`config.mk`:
```
export PLATFORM = sky130hd
export DESIGN_NAME = lbcd_ctrl
export DESIGN_NICKNAME = d
export VERILOG_FILES = /design/src/lbcd_pkg.sv /design/src/lbcd_ctrl.sv
export SDC_FILE = /design/constraint.sdc
export NUM_CORES = 1
export LEC_CHECK = 0
export BUFFER_PORTS_ARGS = -buffer_cell sky130_fd_sc_hd__buf_4
export CAP_MARGIN = 20
export CELL_PAD_IN_SITES_DETAIL_PLACEMENT = 2
export CELL_PAD_IN_SITES_GLOBAL_PLACEMENT = 2
export CORE_AREA = 2 2 39 41
export DETAILED_ROUTE_END_ITERATION = 8
export DIE_AREA = 0 0 41 43
export PLACE_DENSITY_LB_ADDON = 0.1
export SYNTH_ARGS = -nofsm -noshare
export SYNTH_HDL_FRONTEND = slang
export SYNTH_SLANG_ARGS = --single-unit
```
`constraint.sdc`:
```
create_clock -name clk -period 1.29 [get_ports clk]
set_input_delay 0.258 -clock clk [delete_from_list [all_inputs] [get_ports clk]]
set_output_delay 0.258 -clock clk [all_outputs]
set_load 0.005 [all_outputs]
```
`src/lbcd_pkg.sv`:
```
// Shared types and constants for the LRU buffer cache directory.
`default_nettype none
package lbcd_pkg;

    localparam int OPCODE_W   = 2;
    localparam int BLOCK_W    = 32;
    localparam int SLOT_IDX_W = 6;
    localparam int STATUS_W   = 2;
    localparam int COUNT_W    = 7;
    localparam int THR_W      = 7;
    localparam int APB_AW     = 3;
    localparam int APB_DW     = 32;
    localparam int GRP_SIZE   = 8;
    localparam int RESET_KEEP = 32;

    localparam logic [THR_W-1:0] THR_RESET = THR_W'(RESET_KEEP);
    localparam logic             REG_KEEP_THRESHOLD = 1'b0;

    typedef enum logic [OPCODE_W-1:0] {
        OP_ACQUIRE = 2'd0,
        OP_RELEASE = 2'd1,
        OP_PIN     = 2'd2,
        OP_UNPIN   = 2'd3
    } opcode_t;

    typedef enum logic [STATUS_W-1:0] {
        STS_OK     = 2'd0,
        STS_BUSY   = 2'd1,
        STS_FULL   = 2'd2,
        STS_ABSENT = 2'd3
    } status_t;

    typedef enum logic [1:0] {
        S_IDLE,
        S_LOOKUP,
        S_REDUCE,
        S_UPDATE
    } state_t;

    typedef struct packed {
        logic capture;
        logic lookup;
        logic reduce;
        logic update;
    } ctrl_cmd_t;

    typedef struct packed {
        logic out_free;
    } ctrl_sts_t;

endpackage
`default_nettype wire

```
`src/lbcd_ctrl.sv`:
```
// Sequencer for lookup, reduction and update of one request.
`default_nettype none
module lbcd_ctrl (
    input  wire logic                clk,
    input  wire logic                rst_n,
    input  wire logic                in_valid,
    output logic                     in_ready,
    input  wire lbcd_pkg::ctrl_sts_t sts,
    output lbcd_pkg::ctrl_cmd_t      cmd
);
    import lbcd_pkg::*;

    state_t state_reg;
    state_t state_next;

    always_ff @(posedge clk or negedge rst_n)
    begin
        if (!rst_n)
        begin
            state_reg <= S_IDLE;
        end
        else
        begin
            state_reg <= state_next;
        end
    end

    always_comb
    begin
        state_next = state_reg;
        unique case (state_reg)
            S_IDLE:   if (in_valid) state_next = S_LOOKUP;
            S_LOOKUP: state_next = S_REDUCE;
            S_REDUCE: state_next = S_UPDATE;
            S_UPDATE: if (sts.out_free) state_next = S_IDLE;
            default:  state_next = S_IDLE;
        endcase
    end

    always_comb
    begin
        cmd      = '0;
        in_ready = 1'b0;
        unique case (state_reg)
            S_IDLE:
            begin
                in_ready    = 1'b1;
                cmd.capture = in_valid;
            end
            S_LOOKUP: cmd.lookup = 1'b1;
            S_REDUCE: cmd.reduce = 1'b1;
            S_UPDATE: cmd.update = sts.out_free;
            default:  cmd = '0;
        endcase
    end
endmodule
`default_nettype wire

```
# Word level (Yosys, flattened, before mapping)
# Index checks and enable logic that the tools add are counted.
# totals
elab_cells	16
input_bits	4
reg_bits	2
output_inout_bits	5
# op_classes
reduce_logical	2
n_eq_ne	5
mux	8
# op_table
operator	count
one-hot mux 2 bit (4 select lines)	1
two-way mux 1 bit	5
== test 2 bit (second input constant)	2
two-way mux 2 bit	2
!= test 2 bit (second input constant)	2
== test 2 x 1 -> 1 bit (second input constant)	1
logical NOT 2 bit	1
AND reduction 2 bit	1

# Logic depth before layout (Yosys ltp)
# depth
word_depth	3
mapped_depth	4
depth_no_buf	4

# Least setup slack after synthesis
# No wires, ideal clock.
# synth_timing
path_kind	register to register
from	register state_reg[0]
to	register state_reg[1]
stages_incl_launch_ff	5
slack_ns	0.027
path_buffers	0
arrival_ns	1.138
path_cell_list	dfrtp_1 ha_1 nor2b_4 a21oi_2 mux2_4
# synth_via
elab_chain_cells	3
# synth_lines
element	line_no	source
start, declared	lbcd_ctrl.sv:13	state_t state_reg;
start signal, assigned	lbcd_ctrl.sv:24	state_reg <= state_next;
== test 2 bit / logical NOT 2 bit (equally long branches)	lbcd_ctrl.sv:31	unique case (state_reg)
!= test 2 bit (no line)	n/a	
AND reduction 2 bit (no line)	n/a	
# Several ways; a longest one is shown, not always the timed one.
# A chain may end at the register's enable or synchronous reset.

==> impl_metrics.json <==
{
  "drive_above_1_share": 0.867,
  "overflow": 0,
  "synthFlopType": "dfrtp_1",
  "cap_violations": 0,
  "port_buffers": 8,
  "wire_per_inst_um": 9.26,
  "synth_cell_types": 9,
  "routabilityCongestion": 0.642,
  "synth_seq_area_share": 0.288,
  "pwr-share-comb": 0.673,
  "fin_tns_setup_ns": -0.191,
  "dpl_cell_area_sq_um": 269,
  "syn_nets": 23,
  "cp-end-kind": "primary output",
  "min_period_ns": 1.36,
  "clk_latency_ns": 0.22,
  "r2r-start": "state_reg[0]",
  "cp_top_family": "flip-flops",
  "dr.pass1.iters": 1,
  "rsz0062_at_grt": "true",
  "core_sq_um": 1380,
  "antenna_found_initial": 0,
  "status": "finished, violations left",
  "p_per_area_nw_per_um2": 2430,
  "die_area_sq_um": 1760,
  "synth.area.top_cells": "dfrtp_1, ha_1, mux2_4",
  "route.detailed.drc": 0,
  "power_frac_clock": 0.158,
  "startpoint_type": "flop",
  "fin_area_sq_um": 349,
  "routed_wl_um": 426,
  "die_x_um": 41,
  "ctsHtreeMaxLevel": 1,
  "ios": 9,
  "p_leak_uw": 0.000167,
  "grt_pass1_vias": 160,
  "synth-edff-count": 0,
  "yosys.area.top_type": "dfrtp_1",
  "max_stage_delay_ns": 0.42,
  "ys_seq_elements": 2,
  "reg2reg_depth": 4,
  "hold_slack_ns": 0.350,
  "syn_avg_cell_area_sq_um": 11.6,
  "synth_top_area_frac": 0.288,
  "worstHoldPathType": "primary input to async pin",
  "syn-cell-area_sq_um": 174,
  "violations": "negative setup slack",
  "cts_tree": "done",
  "diodes": 0,
  "syn_to_final_growth_pct": 101,
  "cpMaxStageDelayCell": "dfrtp_2",
  "pre_cts_ws_ns": -0.0574,
  "setup_ws_ns": -0.0700,
  "postRouteAntennaNets": 0,
  "start_util": 0.126,
  "clk_pin_slew_ns": 0.03,
  "yosysMostFrequentCell": "ha_1",
  "sw_frac_of_total": 0.328,
  "vias": 156,
  "largest_reg_flops": 2,
  "drt_iter0_markers": 0,
  "worst_pin_slew_ns": 0.149,
  "setup_viol": 4,
  "track_usage": 0.0632,
  "dpl.hpwl_um": 325,
  "fmax_mhz": 735,
  "worst_clock_skew_ns": 0.00345,
  "path_buf_inv": 2,
  "cp_cell_sequence": "inv_2 -> ha_4 -> and2_4 -> buf_6",
  "clk_path_buf_depth": 2,
  "viasPerCell": 3.39,
  "max-vdd-ir-drop_uv": 923,
  "finalHoldViolCount": 0,
  "pwr-share-seq": 0.169,
  "crit_fanout": 4,
  "netlist_instances": 15,
  "cp_data_required_time_ns": 1.03,
  "grt_max_degree": 5,
  "die_h_um": 43,
  "row_count": 14,
  "numCtsBuffers": 3,
  "r2r_end": "state_reg[1]",
  "synthArstFlopShare": 1.00,
  "relSlewSlack": 0.901,
  "p_sw_uw": 278,
  "p_int_uw": 569,
  "synth_commonest_cells": "ha_1, inv_1, dfrtp_1",
  "r2r_slack_ns": -0.03,
  "slew_viol_final": 0,
  "grt_first_pass_wirelength_um": 696,
  "crit_type": "flop to primary output",
  "layout.nets": 40,
  "cts_sinks": 2,
  "fin_crit_sh": 1.05,
  "arrival_ns": 1.10,
  "root_buffer": "clkbuf_4",
  "synth_warnings": 0
}
-- cells in the final DEF (no fill, tap or decap) --
cell type / count
ha_1: 1
nor2b_4: 1
buf_4: 9
and2_4: 2
mux2_4: 1
ha_2: 1
dfrtp_2: 1
o32a_2: 1
a21oi_2: 1
inv_2: 2
dfrtp_1: 1
clkbuf_4: 3
ha_4: 2
dlygate4sd3_1: 1
buf_6: 2
inv_1: 1
-- repair_timing --
item,in CTS,in global routing
resized for setup,11,1
endpoints found under the hold margin,2,0
pin swaps,2,1
buffers inserted,1,0
setup endpoints to repair,6,7
hold buffers,1,0
-- routing by layer --
metal,wire [um],vias to the layer above,global-route usage,part of all wire
li1,-,79,-,-
met1,219,72,0.0833,0.51
met2,181,5,0.0688,0.42
met3,25,0,0.0471,0.059
met4,0,0,0.0400,0
met5,0,-,0,0
-- how the worst max path moves through the flow --
stage	startpoint	end	slack, ns	cells after the start
2_1_floorplan	state_reg[0]	state_reg[1]	0.03	4
3_3_place_gp	state_reg[0]	state_reg[1]	-0.06	4
3_5_place_dp	state_reg[0]	state_reg[1]	-0.06	4
4_1_cts	state_reg[0]	cmd[1]	-0.1	4
5_1_grt	state_reg[0]	cmd[3]	-0.12	4
6_report	state_reg[0]	cmd[3]	-0.07	4
-- cells by family (layout without fill, tap and decap cells) --
family | Yosys count | after routing | share of synthesized area
AOI/OAI and AO/OA | 2 | 2 | 0.115
adders and majority gates | 4 | 4 | 0.288
buffers and inverters | 3 | 18 | 0.0647
DFF | 2 | 2 | 0.288
muxes | 1 | 1 | 0.0863
and+or+nand+nor | 3 | 3 | 0.158
-- layout make-up --
type,instances,area (sq um)
multi-input combinational,10,144
inverter,3,11.3
sequential,2,51.3
clock buffer,3,22.5
fill,157,1030
timing repair buffer,12,100
tap,16,20.0
-- through the flow --
stage               cells  utilization  total power (uW)
CTS                    46        0.251               856
global placement       41        0.194               578
detailed placement     41        0.194               576
global route           46        0.252               930
floorplan              15            -               369
finish                 46        0.252               847
-- power by group through the flow --
stage / Clock, uW / Sequential [uW] / Combinational [uW]
finish: 134 / 143 / 570
global route: 149 / 151 / 630
CTS: 142 / 140 / 574
detailed placement: 0 / 134 / 442
global placement: 0 / 133 / 445
floorplan: 0 / 127 / 242
No activity file was read; power rests on OpenSTA's default activity.
